--- config.mk ---
export PLATFORM = sky130hd
export DESIGN_NAME = two_level_priority_event_queue
export DESIGN_NICKNAME = d
export VERILOG_FILES = /design/src/design/tlpq_pkg.sv /design/src/design/tlpq_ring.sv /design/src/design/tlpq_stats.sv /design/src/design/two_level_priority_event_queue.sv
export SDC_FILE = /design/constraint.sdc
export NUM_CORES = 2
export LEC_CHECK = 0
export BUFFER_PORTS_ARGS = -buffer_cell sky130_fd_sc_hd__buf_2
export CAP_MARGIN = 10
export CORE_MARGIN = 3
export CORE_UTILIZATION = 60
export CTS_BUF_LIST = sky130_fd_sc_hd__clkbuf_4 sky130_fd_sc_hd__clkbuf_8
export DETAILED_ROUTE_END_ITERATION = 6
export PLACE_DENSITY = 0.77
export REMOVE_ABC_BUFFERS = 1
export SLEW_MARGIN = 20
export SYNTH_ARGS = -nofsm -noshare
export SYNTH_HDL_FRONTEND = slang
export SYNTH_SLANG_ARGS = --single-unit
export TNS_END_PERCENT = 50
--- constraint.sdc ---
create_clock -name clk_i -period 25.1 [get_ports clk_i]
set_clock_uncertainty 0.2 [all_clocks]
set_input_delay 0 -clock clk_i [delete_from_list [all_inputs] [get_ports clk_i]]
set_output_delay 0 -clock clk_i [all_outputs]
set_load 0.02 [all_outputs]
--- src/design/tlpq_pkg.sv ---
// Shared types and codes for the two-level priority event queue.
package tlpq_pkg;

  // Request operation codes
  typedef enum logic [2:0] {
    MODE_SEND  = 3'd0,
    MODE_POP   = 3'd1,
    MODE_PEEK  = 3'd2,
    MODE_CLEAR = 3'd3,
    MODE_STATS = 3'd4
  } mode_e;

  // Result status codes
  typedef enum logic [1:0] {
    STAT_OK       = 2'd0,
    STAT_EMPTY    = 2'd1,
    STAT_FULL     = 2'd2,
    STAT_BAD_TYPE = 2'd3
  } status_e;

  // Controller states
  typedef enum logic {
    ST_IDLE,
    ST_READ
  } state_e;

  // Stored event tag, 57 bits
  typedef struct packed {
    logic [15:0] qnum;
    logic [15:0] ev_id;
    logic        flag;
    logic [7:0]  ev_type;
    logic [15:0] node_id;
  } tag_t;

  // One ring slot: tag and payload
  typedef struct packed {
    tag_t        tag;
    logic [63:0] payload;
  } entry_t;

  // Per-cycle commands to one ring
  typedef struct packed {
    logic push;   // write slot at write pointer, advance it
    logic adv;    // advance read pointer
    logic rd_en;  // read slot at read pointer
    logic clr;    // empty the ring
  } ring_ctrl_t;

endpackage

--- src/design/tlpq_ring.sv ---
// One event ring: slot memory with registered read port and its pointers.
module tlpq_ring #(
  parameter int unsigned DEPTH = 16
) (
  input  logic                       clk_i,
  input  logic                       rst_ni,
  input  tlpq_pkg::ring_ctrl_t       ctrl_i,
  input  tlpq_pkg::entry_t           wr_data_i,
  output tlpq_pkg::entry_t           rd_data_o,
  output logic [$clog2(DEPTH)-1:0]   count_o,
  output logic                       empty_o,
  output logic                       full_o
);
  import tlpq_pkg::*;

  localparam int unsigned AW = $clog2(DEPTH);

  entry_t          mem [DEPTH];
  entry_t          rd_q;
  logic [AW-1:0]   wptr_q, wptr_d;
  logic [AW-1:0]   rptr_q, rptr_d;

  // Occupancy and flags; one slot is always left unused
  assign count_o = wptr_q - rptr_q;
  assign empty_o = (wptr_q == rptr_q);
  assign full_o  = ((wptr_q + AW'(1)) == rptr_q);

  // Advance pointers
  always_comb begin
    wptr_d = wptr_q;
    rptr_d = rptr_q;
    if (ctrl_i.push) begin
      wptr_d = wptr_q + AW'(1);
    end
    if (ctrl_i.adv) begin
      rptr_d = rptr_q + AW'(1);
    end
    if (ctrl_i.clr) begin
      rptr_d = wptr_q;
    end
  end

  always_ff @(posedge clk_i or negedge rst_ni) begin
    if (!rst_ni) begin
      wptr_q <= '0;
      rptr_q <= '0;
    end else begin
      wptr_q <= wptr_d;
      rptr_q <= rptr_d;
    end
  end

  // Slot memory: one write, one registered read
  always_ff @(posedge clk_i) begin
    if (ctrl_i.push) begin
      mem[wptr_q] <= wr_data_i;
    end
    if (ctrl_i.rd_en) begin
      rd_q <= mem[rptr_q];
    end
  end

  assign rd_data_o = rd_q;

endmodule

--- src/design/tlpq_stats.sv ---
// High-water marks for the high ring and for both rings together.
module tlpq_stats #(
  parameter int unsigned HW = 4,
  parameter int unsigned TW = 5
) (
  input  logic          clk_i,
  input  logic          rst_ni,
  input  logic          upd_i,
  input  logic          clr_i,
  input  logic [HW-1:0] high_i,
  input  logic [TW-1:0] total_i,
  output logic [HW-1:0] peak_high_o,
  output logic [TW-1:0] peak_total_o
);

  logic [HW-1:0] peak_high_q, peak_high_d;
  logic [TW-1:0] peak_total_q, peak_total_d;

  // Raise marks after a push, drop them on a statistics reset
  always_comb begin
    peak_high_d  = peak_high_q;
    peak_total_d = peak_total_q;
    if (clr_i) begin
      peak_high_d  = '0;
      peak_total_d = '0;
    end else if (upd_i) begin
      if (high_i > peak_high_q) begin
        peak_high_d = high_i;
      end
      if (total_i > peak_total_q) begin
        peak_total_d = total_i;
      end
    end
  end

  always_ff @(posedge clk_i or negedge rst_ni) begin
    if (!rst_ni) begin
      peak_high_q  <= '0;
      peak_total_q <= '0;
    end else begin
      peak_high_q  <= peak_high_d;
      peak_total_q <= peak_total_d;
    end
  end

  // Marks as they stand after the current step
  assign peak_high_o  = peak_high_d;
  assign peak_total_o = peak_total_d;

endmodule

--- src/design/two_level_priority_event_queue.sv ---
// Two-level strict-priority event queue: top level with controller and result register.
//
// Requests arrive on in_valid_i/in_ready_o with mode_i and the event fields;
// each request yields exactly one result on out_valid_o/out_ready_i.
// Send, clear, statistics reset, unknown modes and pop/peek on two empty
// rings complete at the accepting edge: the result is valid the next cycle,
// and a new request may be accepted every cycle while results are taken.
// Pop and peek of a stored event read the slot memory, whose read port is
// registered, so such a request holds the input in the read state and its
// result is loaded once the result register is free; no request is taken before.
// The result register decouples the sides: a request is accepted while a
// result is waiting, provided that result is taken in the same cycle;
// a stalled receiver holds the result and blocks further requests.
// cfg_we_i writes the queue number stamped into later pushed events.
// Reset empties both rings and clears the high-water marks and queue
// number; no clearing pass is needed, the block is ready right after reset.
module two_level_priority_event_queue #(
  parameter int unsigned HI_DEPTH    = 16,
  parameter int unsigned LOW_DEPTH   = 16,
  parameter int unsigned MAX_EV_TYPE = 15
) (
  input  logic        clk_i,
  input  logic        rst_ni,
  input  logic        cfg_we_i,
  input  logic [15:0] cfg_wdata_i,
  input  logic        in_valid_i,
  output logic        in_ready_o,
  input  logic [2:0]  mode_i,
  input  logic        priority_req_i,
  input  logic [15:0] node_id_i,
  input  logic [7:0]  ev_type_i,
  input  logic        malloc_mark_i,
  input  logic [15:0] ev_id_i,
  input  logic [63:0] payload_i,
  output logic        out_valid_o,
  input  logic        out_ready_i,
  output logic [1:0]  status_o,
  output logic [15:0] out_node_id_o,
  output logic [7:0]  out_ev_type_o,
  output logic        out_flags_o,
  output logic [15:0] out_ev_id_o,
  output logic [15:0] out_qnum_o,
  output logic [63:0] out_payload_o,
  output logic [3:0]  high_count_o,
  output logic [3:0]  low_count_o,
  output logic [3:0]  hwm_high_o,
  output logic [4:0]  hwm_total_o
);
  import tlpq_pkg::*;

  localparam int unsigned HAW = $clog2(HI_DEPTH);
  localparam int unsigned LAW = $clog2(LOW_DEPTH);
  localparam int unsigned TW  = ((HAW > LAW) ? HAW : LAW) + 1;

  state_e        state_q, state_d;
  logic          sel_high_q, sel_high_d;
  logic [15:0]   qnum_q;

  ring_ctrl_t    hi_ctrl, lo_ctrl;
  entry_t        wr_entry, hi_rd, lo_rd;
  logic [HAW-1:0] hi_count, h_res;
  logic [LAW-1:0] lo_count, l_res;
  logic          hi_empty, hi_full, lo_empty, lo_full;

  logic          stat_upd, stat_clr;
  logic [HAW-1:0] peak_high;
  logic [TW-1:0]  peak_total;

  logic          acc, out_free, load_res;
  status_e       res_status;
  entry_t        res_entry;
  logic [31:0]   h_res_w, l_res_w, pk_h_w, pk_t_w;

  logic          out_valid_q, out_valid_d;
  logic [1:0]    status_q;
  entry_t        entry_q;
  logic [3:0]    hcnt_q, lcnt_q, mh_q;
  logic [4:0]    mt_q;

  // Queue number register
  always_ff @(posedge clk_i or negedge rst_ni) begin
    if (!rst_ni) begin
      qnum_q <= '0;
    end else if (cfg_we_i) begin
      qnum_q <= cfg_wdata_i;
    end
  end

  // Event to push, stamped with the current queue number
  always_comb begin
    wr_entry.tag.node_id = node_id_i;
    wr_entry.tag.ev_type = ev_type_i;
    wr_entry.tag.flag    = malloc_mark_i;
    wr_entry.tag.ev_id   = ev_id_i;
    wr_entry.tag.qnum    = qnum_q;
    wr_entry.payload     = payload_i;
  end

  tlpq_ring #(.DEPTH(HI_DEPTH)) u_high_ring (
    .clk_i     (clk_i),
    .rst_ni    (rst_ni),
    .ctrl_i    (hi_ctrl),
    .wr_data_i (wr_entry),
    .rd_data_o (hi_rd),
    .count_o   (hi_count),
    .empty_o   (hi_empty),
    .full_o    (hi_full)
  );

  tlpq_ring #(.DEPTH(LOW_DEPTH)) u_low_ring (
    .clk_i     (clk_i),
    .rst_ni    (rst_ni),
    .ctrl_i    (lo_ctrl),
    .wr_data_i (wr_entry),
    .rd_data_o (lo_rd),
    .count_o   (lo_count),
    .empty_o   (lo_empty),
    .full_o    (lo_full)
  );

  // Handshake
  assign out_free   = !out_valid_q || out_ready_i;
  assign in_ready_o = (state_q == ST_IDLE) && out_free;
  assign acc        = in_valid_i && in_ready_o;

  // Decode the request, drive the rings, step the controller
  always_comb begin
    state_d    = state_q;
    sel_high_d = sel_high_q;
    hi_ctrl    = '0;
    lo_ctrl    = '0;
    stat_upd   = 1'b0;
    stat_clr   = 1'b0;
    res_status = STAT_OK;
    res_entry  = '0;
    load_res   = 1'b0;
    unique case (state_q)
      ST_IDLE: begin
        if (acc) begin
          load_res = 1'b1;
          unique case (mode_i) inside
            MODE_SEND: begin
              if (ev_type_i > 8'(MAX_EV_TYPE)) begin
                res_status = STAT_BAD_TYPE;
              end else if (priority_req_i) begin
                if (hi_full) begin
                  res_status = STAT_FULL;
                end else begin
                  hi_ctrl.push = 1'b1;
                  stat_upd     = 1'b1;
                end
              end else begin
                if (lo_full) begin
                  res_status = STAT_FULL;
                end else begin
                  lo_ctrl.push = 1'b1;
                  stat_upd     = 1'b1;
                end
              end
            end
            MODE_POP, MODE_PEEK: begin
              if (!hi_empty) begin
                hi_ctrl.rd_en = 1'b1;
                hi_ctrl.adv   = (mode_i == MODE_POP);
                sel_high_d    = 1'b1;
                load_res      = 1'b0;
                state_d       = ST_READ;
              end else if (!lo_empty) begin
                lo_ctrl.rd_en = 1'b1;
                lo_ctrl.adv   = (mode_i == MODE_POP);
                sel_high_d    = 1'b0;
                load_res      = 1'b0;
                state_d       = ST_READ;
              end else begin
                res_status = STAT_EMPTY;
              end
            end
            MODE_CLEAR: begin
              hi_ctrl.clr = 1'b1;
              lo_ctrl.clr = 1'b1;
            end
            MODE_STATS: begin
              stat_clr = 1'b1;
            end
            default: begin
            end
          endcase
        end
      end
      ST_READ: begin
        // Slot data is registered; hand it over once the result register frees
        res_entry = sel_high_q ? hi_rd : lo_rd;
        if (out_free) begin
          load_res = 1'b1;
          state_d  = ST_IDLE;
        end
      end
      default: begin
        state_d = ST_IDLE;
      end
    endcase
  end

  always_ff @(posedge clk_i or negedge rst_ni) begin
    if (!rst_ni) begin
      state_q    <= ST_IDLE;
      sel_high_q <= 1'b0;
    end else begin
      state_q    <= state_d;
      sel_high_q <= sel_high_d;
    end
  end

  // Occupancies after this step
  always_comb begin
    h_res = hi_ctrl.clr ? '0 : hi_count + HAW'(hi_ctrl.push);
    l_res = lo_ctrl.clr ? '0 : lo_count + LAW'(lo_ctrl.push);
  end

  tlpq_stats #(.HW(HAW), .TW(TW)) u_stats (
    .clk_i        (clk_i),
    .rst_ni       (rst_ni),
    .upd_i        (stat_upd),
    .clr_i        (stat_clr),
    .high_i       (h_res),
    .total_i      (TW'(h_res) + TW'(l_res)),
    .peak_high_o  (peak_high),
    .peak_total_o (peak_total)
  );

  // Fit counts to the result field widths
  assign h_res_w = 32'(h_res);
  assign l_res_w = 32'(l_res);
  assign pk_h_w  = 32'(peak_high);
  assign pk_t_w  = 32'(peak_total);

  // Result register valid
  always_comb begin
    out_valid_d = out_valid_q;
    if (load_res) begin
      out_valid_d = 1'b1;
    end else if (out_ready_i) begin
      out_valid_d = 1'b0;
    end
  end

  always_ff @(posedge clk_i or negedge rst_ni) begin
    if (!rst_ni) begin
      out_valid_q <= 1'b0;
    end else begin
      out_valid_q <= out_valid_d;
    end
  end

  // Result register payload
  always_ff @(posedge clk_i) begin
    if (load_res) begin
      status_q <= res_status;
      entry_q  <= res_entry;
      hcnt_q   <= h_res_w[3:0];
      lcnt_q   <= l_res_w[3:0];
      mh_q     <= pk_h_w[3:0];
      mt_q     <= pk_t_w[4:0];
    end
  end

  assign out_valid_o   = out_valid_q;
  assign status_o      = status_q;
  assign out_node_id_o = entry_q.tag.node_id;
  assign out_ev_type_o = entry_q.tag.ev_type;
  assign out_flags_o   = entry_q.tag.flag;
  assign out_ev_id_o   = entry_q.tag.ev_id;
  assign out_qnum_o    = entry_q.tag.qnum;
  assign out_payload_o = entry_q.payload;
  assign high_count_o  = hcnt_q;
  assign low_count_o   = lcnt_q;
  assign hwm_high_o    = mh_q;
  assign hwm_total_o   = mt_q;

`ifndef NO_ASSERTIONS
  // A full ring never takes a push
  assert property (@(posedge clk_i) disable iff (!rst_ni)
    (hi_ctrl.push |-> !hi_full) and (lo_ctrl.push |-> !lo_full))
    else $error("push into a full ring");

  // At most one ring operation per cycle
  assert property (@(posedge clk_i) disable iff (!rst_ni)
    $onehot0({hi_ctrl.push, lo_ctrl.push, hi_ctrl.rd_en, lo_ctrl.rd_en}))
    else $error("more than one ring operation in a cycle");

  // A slot read is followed by the read state, which accepts no request
  assert property (@(posedge clk_i) disable iff (!rst_ni)
    (hi_ctrl.rd_en || lo_ctrl.rd_en) |=> (state_q == ST_READ) && !in_ready_o)
    else $error("slot read not followed by read state");
`endif

endmodule

# After elaboration in Yosys (flattened, before gate mapping)
# Memories as Yosys holds them, arrays and structs flattened. A register that Yosys moved wholly into a read port is not among the register bits.
# Index checks and enable logic that the tools add are counted.
# totals
reg_bits,184
ram_bits,3872
output_inout_bits,142
n_memories,2
# op_classes
addsub,9
order_cmp,3
n_eq_ne,9
mux,66
bitwise,2
reduce_logical,11
# mem_list
name,words,width,read_ports,rd_ports_with_merged_regs,wr,line_no,rtl
u_high_ring.mem,16,121,1,1,1,tlpq_ring.sv:18,entry_t mem [DEPTH];
u_low_ring.mem,16,121,1,1,1,tlpq_ring.sv:18,
# op_table
operator,n
$mux 121,1
$mux 4,13
$mux 1,36
$mux 2,10
$add 4x1->4 const B,4
$eq 4x4->1,4
$mux 5,3
$add 4x1->4,2
$gt 8x4->1 const B,1
$sub 4x4->4,2
$eq 3x2->1 const B,2
$reduce_bool 2->1,3
$add 4x4->5,1
$gt 5x5->1,1
$gt 4x4->1,1
$pmux 1 s2,2
$pmux 2 s2,1
$reduce_and 4->1,1
$reduce_or 2->1,2
$eq 3x1->1 const B,1
$eq 3x3->1 const B,1
$logic_not 3->1,1
$logic_and 1x1->1,2
$ne 2x2->1 const B,1
other kinds (3),4

# Longest topological paths before layout
# logic_depth
depth_word,15
depth_mapped,19
depth_no_buf,18

# Modules after synthesis
# Synthesis repeated with hierarchy kept, for this count alone.
# unflattened
hier_cells,7947
hier_area_um2,163510.6
# modules_own_cells
module,instances,cells_per_inst,area_per_inst_um2
tlpq_ring (u_low_ring),1,3679,77842.2
tlpq_ring (u_high_ring),1,3679,77772.1
two_level_priority_event_queue,1,520,7210.7
tlpq_stats,1,69,685.7

# Worst setup path after synthesis
# Ideal clock, no wire load.
# synth_timing
path_kind,reg-to-reg
startpoint,register u_high_ring.wptr_q[0]
endpoint,"memory u_high_ring.mem[10][0] (netlist bit), enable pin"
t_arrival_ns,9.990
path_slack_ns,14.161
stages_incl_launch_ff,7
path_buffers,0
synth_period_minus_slack_ns,10.939
cell_sequence,dfrtp_1 > ha_1 > xor3_1 > nor3_1 > a2111oi_4 > nand2_1 > nor3_1
# synth_rtl
element,line_no,rtl
start: declaration,tlpq_ring.sv:20,"logic [AW-1:0] wptr_q, wptr_d;"
start signal: assignment,tlpq_ring.sv:48,wptr_q <= wptr_d;
end: declaration,tlpq_ring.sv:18,

==> results.txt <==
The maximum achievable frequency came out at 160 MHz. The clock insertion delay at the later pin of the skew report came out at 1.20 ns. Entering global routing, the biggest net connects 156 pins. For the worst flop-to-flop path, the logic depth is 19. The site row count came out at 190. In the global route stage, overall resource usage came out at 27.9%. The final hold violation count is 3.

The number of sinks driven by the clock tree came out at 4298. In the routed design, unresolved DRC markers number 0. The sum of routed wire length over all layers came out at 383000 um. Along the worst path, the maximum fanout reaches 8. The capturing point of the worst reg2reg path is hwm_total_o[1]$_DFFE_PP_. Total power for the finished layout comes to 0.0177 W. The total CTS buffers is 652. The first detailed-routing pass took 6 iterations. The checks that failed: negative hold slack.

The reg-to-reg startpoint is out_valid_o$_DFFE_PN0P_. The count of pins on the block boundary came out at 272. By area the synthesized netlist is led by sky130_fd_sc_hd__edfxtp_1 79%, sky130_fd_sc_hd__mux4_2 15%, sky130_fd_sc_hd__mux2i_1 0.82%, sky130_fd_sc_hd__dfrtp_1 0.68%, sky130_fd_sc_hd__nand2_1 0.65%.

Headroom to the max-slew limit came out at 22.8%. The final period demand of the worst path is 6.24 ns. Counting every instance in the synthesized netlist gives 6896. The number of antenna violations at the first check in global routing is 24. The global-route wire length before repair came out at 560000 um.

The die outline width came out at 526 um. The number of distinct library cells after synthesis came out at 42. The standard cell core area came out at 268000 um^2. The measured slew at the worst slew-check pin came out at 1.15 ns. Fill cells in the final layout number 15500. The global placement routability congestion is 0.763. The critical path is of the reg2reg type.

The flow ran to the end, but the final reports show violations. The total count of max-transition violations in the final report came out at 0. After detailed routing, no signal wire sits above met5.

The critical path required time is 25.80 ns. The worst-case clock buffer depth is 4. The ratio of routed vias to standard cells came out at 6.58. Summing all multi-input logic gate instances after layout gives 31700 um^2. Setup violations remaining at the end of the flow were counted as 0. The path class of the lowest-slack min-delay path is in2reg. The synthesis-stage register bit count came out at 4298.

The number of enable-type register cells in the synthesized netlist is 4254. The floorplan step defined a die boundary enclosing 276000 um^2. The cell taking the most area after synthesis is sky130_fd_sc_hd__edfxtp_1. Setup repair after global routing left no endpoint under its margin. Yosys printed 0 warnings. The routed length on met2 is 184000 um. Summed over all cells, the static leakage comes to 58.8 nW. After clock tree synthesis, the repair step resized 0 gates.

The number of buffers added to fix hold violations after cts is 287. Across the run, the number of max-cap violations was 0. STA classifies the critical path endpoint as a register. Summed over all layers, the global routing overflow is 0. The worst setup slack for register-to-register paths is 18.86 ns. The height of the die is 526 um. The most used flip-flop cell after synthesis is sky130_fd_sc_hd__edfxtp_1. The average footprint of a synthesized cell is 23.5 um^2. The worst path uses 24.9% of the clock period.

The worst setup path startpoint is out_valid_o$_DFFE_PN0P_. The final non-filler cell area came out at 183000 um^2. The data arrival time at the worst-slack endpoint came out at 6.93 ns. The number of buffers added on ports came out at 271. The sequential area share after synthesis came out at 79.5%.

The routed length on met1 is 145000 um. The area growth from synthesis to layout is 13.2%. The post-route antenna net violation count came out at 0. The first routing iteration left 11100 violations. The peak supply drop came out at 0.0857 mV.

The share of synthesized flip-flops with an asynchronous set or reset is 1.02%. The clock tree from TritonCTS is built. The detailed-placement wirelength estimate is 186000 um. The via count of the first global-routing pass is 80300. The clock transition at the registers of the reported paths came out at 0.06 ns.

The area taken by flip-flops and latches came out at 129000 um^2. The tree is rooted in a sky130_fd_sc_hd__clkbuf_8. Summing all placed instances gives a cell area of 168000 um^2. The initial utilization of the core area, before any placement, comes to 60.4%. The netlist area before placement is 162000 um^2. The worst setup path is launched from a register. The ratio of cells with drive above 1 in the final layout is 30.8%. The share of Yosys cell area claimed by the top area cell type came out at 78.8%. The wire length per cell is 32.0 um. The amount of wire on met3 after detailed routing came out at 44000 um. The worst setup path endpoint is hwm_total_o[1]$_DFFE_PP_.

The power per unit of standard cell area is 96.5 nW/um^2. In this run the number of H-tree levels came out at 6. The count of nets after finishing came out at 8080.

The vias after detailed routing came out at 78800. The final-layout worst hold slack is -0.0262 ns. Once the clock tree was built, the setup fixing pass inserted 0 buffers.
-- logic make-up (layout without fill, tap and decap cells) --
family,Yosys count,in the layout,synth area share [%]
flops,4298,4298,79.5
mux,1237,1237,16.1
simple gates,616,616,1.74
buf+inv,402,1907,1.02
compound gates,275,275,1.16
fa+ha+maj,38,38,0.307
xor+xnor,30,30,0.181
other cells,0,11,0
-- state kept, by name, summed over array words and instances (netlist names), 8 cells and up --
signal	count
u_high_ring.mem	1936
u_low_ring.mem	1936
u_high_ring.rd_data_o	121
u_low_ring.rd_data_o	121
out_payload_o	64
out_ev_id_o	16
out_node_id_o	16
out_qnum_o	16
qnum_q	16
out_ev_type_o	8
-- Yosys cell counts, drive strengths merged, types with 2 or more instances --
master and count:
xor2 7, a21o 7, nand4 5, a211oi 122, buf 167, o21ai 10, inv 34, fa 3
mux4 1089, xnor2 22, and2 135, nor3b 2, mux2 16, and3 4, nor4 2, nor2b 5
dfrtp 44, mux2i 132, nand2 280, a31oi 121, ha 35, and4 3, a21oi 13, nor2 149
nand3 9, edfxtp 4254, clkbuf 200, nor3 13, nand2b 4, or2 2
-- layout by cell type, fill, tap and decap left out, types with 5 or more instances in the layout --
cell type	count
sky130_fd_sc_hd__a21oi_1	12
sky130_fd_sc_hd__nor2_1	139
sky130_fd_sc_hd__bufinv_16	8
sky130_fd_sc_hd__clkinv_8	11
sky130_fd_sc_hd__nor3_2	12
sky130_fd_sc_hd__buf_12	21
sky130_fd_sc_hd__clkinvlp_4	9
sky130_fd_sc_hd__inv_1	32
sky130_fd_sc_hd__inv_8	9
sky130_fd_sc_hd__dfrtp_4	9
sky130_fd_sc_hd__dfrtp_1	31
sky130_fd_sc_hd__mux2i_1	132
sky130_fd_sc_hd__nand4_1	5
sky130_fd_sc_hd__buf_2	307
sky130_fd_sc_hd__inv_12	18
sky130_fd_sc_hd__nor2_4	10
sky130_fd_sc_hd__xor2_1	7
sky130_fd_sc_hd__clkinv_2	49
sky130_fd_sc_hd__and2_1	121
sky130_fd_sc_hd__clkbuf_4	208
sky130_fd_sc_hd__nor2b_1	5
sky130_fd_sc_hd__ha_1	35
sky130_fd_sc_hd__o21ai_0	10
sky130_fd_sc_hd__clkbuf_8	663
sky130_fd_sc_hd__inv_6	7
sky130_fd_sc_hd__mux4_2	1089
sky130_fd_sc_hd__mux2_2	16
sky130_fd_sc_hd__buf_4	112
sky130_fd_sc_hd__nand2_1	280
sky130_fd_sc_hd__and2_4	12
sky130_fd_sc_hd__a211oi_1	122
sky130_fd_sc_hd__clkinv_1	163
sky130_fd_sc_hd__diode_2	11
sky130_fd_sc_hd__nand3_1	9
sky130_fd_sc_hd__edfxtp_1	4254
sky130_fd_sc_hd__a31oi_1	121
sky130_fd_sc_hd__dlygate4sd3_1	284
sky130_fd_sc_hd__xnor2_1	20
sky130_fd_sc_hd__a21o_1	7
-- through the flow --
stage / TNS [ns] / worst slack [ns] / instances / utilization, %
3_3_place_gp: 0 / 18.89 / 10500 / 62.5
2_1_floorplan: -6420.99 / -3.90 / 6529 / -
6_report: 0 / 18.86 / 12000 / 68.3
5_1_grt: 0 / 18.59 / 12000 / 68.3
3_5_place_dp: 0 / 18.82 / 10500 / 62.5
4_1_cts: 0 / 18.79 / 11900 / 68.2
-- power by group --
part | leakage, nW | total (W) | switching, W | internal, W
logic | 13.3 | 0.00387 | 0.00195 | 0.00191
clock network | 6.57 | 0.00554 | 0.00267 | 0.00288
registers | 38.9 | 0.00828 | 0.000190 | 0.00809
-- critical path, stage by stage (launching register included) --
cell	delay, ns
sky130_fd_sc_hd__dfrtp_1	0.40
sky130_fd_sc_hd__nor2b_1	0.21
sky130_fd_sc_hd__nor4b_4	0.38
sky130_fd_sc_hd__nand2_1	0.10
sky130_fd_sc_hd__dlygate4sd3_1	0.69
sky130_fd_sc_hd__nor4_4	0.32
sky130_fd_sc_hd__dlygate4sd3_1	0.81
sky130_fd_sc_hd__ha_1	0.23
sky130_fd_sc_hd__inv_1	0.07
sky130_fd_sc_hd__fa_1	0.46
sky130_fd_sc_hd__nor2_1	0.25
sky130_fd_sc_hd__ha_1	0.29
sky130_fd_sc_hd__a21o_1	0.18
sky130_fd_sc_hd__a21oi_1	0.19
sky130_fd_sc_hd__xnor2_1	0.12
sky130_fd_sc_hd__ha_1	0.28
sky130_fd_sc_hd__nand2_1	0.05
sky130_fd_sc_hd__or2_2	0.28
sky130_fd_sc_hd__and4_1	0.27
sky130_fd_sc_hd__mux2i_1	0.18
-- worst min-delay path by stage --
stage,from,to,slack [ns],cells after the start
after floorplan,rst_ni,out_valid_o$_DFFE_PN0P_,-0.50,0
after global placement,cfg_wdata_i[11],qnum_q[11]$_DFFE_PN0P_,0.03,2
after detailed placement,cfg_wdata_i[4],qnum_q[4]$_DFFE_PN0P_,0.04,2
after CTS,payload_i[60],u_low_ring.mem[11][60]$_DFFE_PP_,0.06,4
after global routing,payload_i[44],u_high_ring.mem[1][44]$_DFFE_PP_,0.008,3
final,payload_i[44],u_high_ring.mem[8][44]$_DFFE_PP_,-0.03,3
-- metal layers --
metal	up-vias	GRT usage (%)
li1	31300	-
met1	41500	41.3
met2	5336	42.9
met3	653	6.04
met4	18	8.23
met5	-	0
-- area by class of cell --
class / instances / area share, %
Tap cell: 3552 / 2.42
Timing Repair Buffer: 729 / 3.12
Clock inverter: 272 / 0.978
Antenna cell: 11 / 0.0150
Multi-Input combinational cell: 2196 / 17.3
Inverter: 35 / 0.0798
Sequential cell: 4298 / 70.3
Clock buffer: 871 / 5.83
No activity file was read; power rests on OpenSTA's default activity.
